**config.mk**
```make
export PLATFORM = sky130hd
export DESIGN_NAME = hgs_ram
export DESIGN_NICKNAME = d
export VERILOG_FILES = /design/src/rtl/hgs_ram.sv
export SDC_FILE = /design/constraint.sdc
export NUM_CORES = 1
export LEC_CHECK = 0
export BUFFER_PORTS_ARGS = -buffer_cell sky130_fd_sc_hd__clkbuf_2
export CAP_MARGIN = 20
export CORE_UTILIZATION = 65
export CTS_CLUSTER_SIZE = 28
export DETAILED_ROUTE_END_ITERATION = 7
export HOLD_SLACK_MARGIN = 0.06
export PLACE_DENSITY = 0.82
export REMOVE_ABC_BUFFERS = 1
export SLEW_MARGIN = 5
export SYNTH_ARGS = -nofsm -noshare
export SYNTH_HDL_FRONTEND = slang
export SYNTH_SLANG_ARGS = --single-unit
```
**constraint.sdc**
```tcl
create_clock -name clock -period 3.09 [get_ports clock]
set_input_delay 0.309 -clock clock [delete_from_list [all_inputs] [get_ports clock]]
set_output_delay 0.309 -clock clock [all_outputs]
set_load 0.01 [all_outputs]
```
**src/rtl/hgs_ram.sv**
```systemverilog
// Generic simple dual-port RAM: one write port, one read port, registered read data.
// No dependencies.
`timescale 1ns / 1ps

module hgs_ram #(
   parameter int  WIDTH     = 8,
   parameter int  DEPTH     = 16,
   localparam int ADDR_BITS = $clog2(DEPTH)
) (
   input  logic                 clock,
   input  logic                 we,
   input  logic [ADDR_BITS-1:0] waddr,
   input  logic [WIDTH-1:0]     wdata,
   input  logic [ADDR_BITS-1:0] raddr,
   output logic [WIDTH-1:0]     rdata
);

   logic [WIDTH-1:0] mem_ff [DEPTH];
   logic [WIDTH-1:0] rdata_ff;

   always_ff @(posedge clock) begin
      if (we) begin
         mem_ff[waddr] <= wdata;
      end
      rdata_ff <= mem_ff[raddr];
   end

   assign rdata = rdata_ff;

endmodule

```
# Yosys cells after proc, flatten, opt, wreduce, memory -nomap -nowiden
# Memories as Yosys holds them, arrays and structs flattened. A register that Yosys moved wholly into a read port is not among the register bits.
# Cells that the tools add are included.
[classes]
n_mux = 2
[op_table]
columns = ["cell", "n"]
rows = [
  ["$mux W1", 2],
]
[word_totals]
ff_bits = 0
mem_bits_rw = 128
input_bits = 18
out_inout_bits = 8
word_cells = 3
n_memories = 1
[mem_list]
columns = ["memory", "depth", "width", "rd", "rd_clocked_by_memory_dff", "write_ports", "line", "source"]
rows = [
  ["mem_ff", 16, 8, 1, 1, 1, "18", "logic [WIDTH-1:0] mem_ff [DEPTH];"],
]

# Longest topological paths before layout
[logic_depth]
depth_word = 2
depth_mapped = 5
depth_no_buf = 3

# Worst setup path before layout
# No wires, ideal clock.
[synth_timing]
path_type = "input-to-reg"
start = "input waddr[2]"
end = "memory mem_ff[0][0] (enable)"
setup_time_ps = 383
arrival_time_ps = 1419
required_ps = 2707
setup_slack_ps = 1288
cell_stages = 2
path_buffers = 0
cell_sequence = "or3b_2 nor3_1"
[synth_rtl]
columns = ["element", "line", "source"]
rows = [
  ["start, declared", "12", "input logic [ADDR_BITS-1:0] waddr,"],
  ["end, declared", "18", ""],
]
# No word-level cell before the write port.

==> flow_summary_export.csv <==
group,metric,value,unit
setup_path,timing.rr.start,"mem_ff[2][4]$_DFFE_PP_",
floorplan,die_x,91.0,microns
route,wl_per_cell,28.0,microns
setup_path,cp.arrival,1.94,ns
timing,max-slew-margin-rel,39.9,%
power_and_ir_drop,vdd_drop_max,410,uV
route,vias,2553,
clock_network,numClockSinks,136,
finish,syn_to_final_growth,14.4,%
timing,setup_viol,0,
synth,synth_seq_cells,136,
floorplan,core-area,7690,sq um
route,viasPerCell,6.67,
synth,netlist_area,5150,sq um
synth,synth.distinct_cells,19,
global_routing,first_global_vias,2576,
floorplan,initial_core_util,67.0,%
finish,drive_above_1_share,27.4,%
setup_path,worstSetupEndpoint,"rdata[4]$_DFF_P_",
setup_path,path_buf_inv,2,
timing,fin_tns_setup,0,ns
route,finalWirelength,10700,microns
global_routing,track_usage,29.0,%
clock_network,cts_setup_buffers,0,
global_routing,overflow,0,
timing,fin_crit_sh,50.3,%
finish,n_antenna_cell,0,
run,timing.max_cap.violations,0,
setup_path,path_depth,5,
finish,final_common_cell,"edfxtp_1",
floorplan,die-area,8280,sq um
setup_path,cp_slowest_cell,"mux4_2",
clock_network,cts_root_buf,"clkbuf_8",
finish,finalNetCount,286,
hold_path,worstHoldPathType,"in -> reg",
synth,ys_seq_area_share,77.8,%
setup_path,critPathLaunchType,"primary input",
placement,io_buffers,25,
floorplan,row_count,32,
setup_path,cp_max_fo,32,
placement,hpwl,5930,microns
clock_network,clockBufferDepth,2,
placement,routabilityCongestion,0.749,
clock_network,cts.repair.resized,0,
status,outcome,"completed",
clock_network,cts_tree,"built",
setup_path,path_cells,"clkbuf_2 -> buf_4 -> mux4_2 -> a22oi_1 -> nand2_1",
synth,yosys_warnings,0,
timing,fmax,0.643,GHz
route,dr.pass1.iters,5,
finish,final_cell_mix,"edfxtp_1 (128), clkbuf_2 (25), mux4_2 (18)",
timing,rsz0062_at_grt,"no",
floorplan,pin_count,26,
clock_network,holdBufCountCts,0,
setup_path,critPathLaunch,"raddr[0]",
setup_path,r2r_slack,1.62,ns
power_and_ir_drop,p_leak,1.98,nW
timing,final.setup_skew,0.00585,ns
timing,period_needed,1.56,ns
synth,syn_area_per_cell,22.5,sq um
setup_path,r2r_end,"rdata[4]$_DFF_P_",
setup_path,r2r.worst_path.cells,3,
power_and_ir_drop,p_per_area,695,nW/um^2
setup_path,crit_required,3.47,ns
timing,final-hold-violation-count,0,
route,final_antenna_net_count,0,
setup_path,critPathCaptureType,"flop",
timing,worstMarginPinSlew,0.898,ns
global_routing,grt_pass1_wl,16100,microns
route,drt_iter0_drc,373,
setup_path,cp_slowest_stage_delay,0.61,ns
global_routing,grt_max_degree,33,
timing,drv_slew,0,
clock_network,h-tree-depth,4,
power_and_ir_drop,p_total,4.09,mW
clock_network,insertion_delay,0.52,ns
setup_path,path_delay_family,"multiplexers",
global_routing,antenna_found_initial,0,
route,drc_errors,0,
synth,synthCells,229,
floorplan,die_h,91.0,microns
setup_path,crit_type,"in -> reg",
clock_network,clk_pin_slew_worst_paths,0.06,ns
clock_network,cts_buffers,17,
## layer usage
metal	track usage, %	part of all wire, %	routed length, microns	vias to the layer above
li1	-	-	-	1054
met1	41.3	39	4200	1316
met2	44.9	51	5440	167
met3	6.78	8.5	906	16
met4	10.7	1.5	162	0
met5	0	0	0	-
## cell usage after synthesis
cell type	instances	area share, %
a22oi_1	16	2.3
and2_1	1	0.12
and2b_1	1	0.15
buf_2	3	0.29
buf_4	1	0.15
buf_6	3	0.66
clkdlybuf4s25_2	3	0.58
dfxtp_1	8	3.1
edfxtp_1	128	75
mux4_1	14	7.1
mux4_2	18	7.9
nand2_1	9	0.66
nand2b_1	2	0.24
nand3_1	1	0.097
nand3b_1	2	0.29
nor2_1	13	0.95
nor2b_1	1	0.12
nor3_1	4	0.39
or3b_2	1	0.17
## power breakdown
part           internal [mW]  switching, mW  leakage (nW)
Combinational         0.0751          0.116         0.500
Clock                   1.08          0.741         0.260
Sequential              2.06         0.0151          1.22
## state kept, by name, indices dropped and copies added (netlist names)
signal / cells
mem_ff: 128
rdata: 8
## cell families (layout without fill, tap and decap cells)
group	after synthesis	in the layout	synth area share, %
simple gates	35	35	3.18
compound gates	16	16	2.33
flops	136	136	77.8
buf+inv	10	62	1.68
mux	32	32	15.0
## layout make-up
cell class | count | area [sq um]
flip-flops and latches | 136 | 4000
well taps | 102 | 128
multi-input cells | 83 | 1060
repair buffers | 30 | 163
fillers | 416 | 1800
clock buffers | 20 | 435
clock inverters | 12 | 103
## worst min path at each step
stage	from	endpoint	slack, ns	depth (start not counted)
2_1_floorplan	wdata[0]	mem_ff[0][0]$_DFFE_PP_	0.41	0
3_3_place_gp	mem_ff[15][5]$_DFFE_PP_	rdata[5]$_DFF_P_	0.65	3
3_5_place_dp	mem_ff[12][6]$_DFFE_PP_	rdata[6]$_DFF_P_	0.67	3
4_1_cts	wdata[4]	mem_ff[0][4]$_DFFE_PP_	0.23	1
5_1_grt	wdata[3]	mem_ff[9][3]$_DFFE_PP_	0.25	1
6_report	wdata[3]	mem_ff[4][3]$_DFFE_PP_	0.24	1
## stage by stage
step	utilization, %	hold WS (ns)	std cells	setup WS (ns)	instance area (sq um)
floorplan	-	0.408	219	1.29	5060
global placement	69.6	0.652	351	1.01	5350
detailed placement	69.6	0.665	351	1.01	5350
CTS	76.6	0.231	383	1.53	5890
global route	76.6	0.248	383	1.46	5890
finish	76.6	0.241	383	1.53	5890
(Power assumes the default switching activity.)
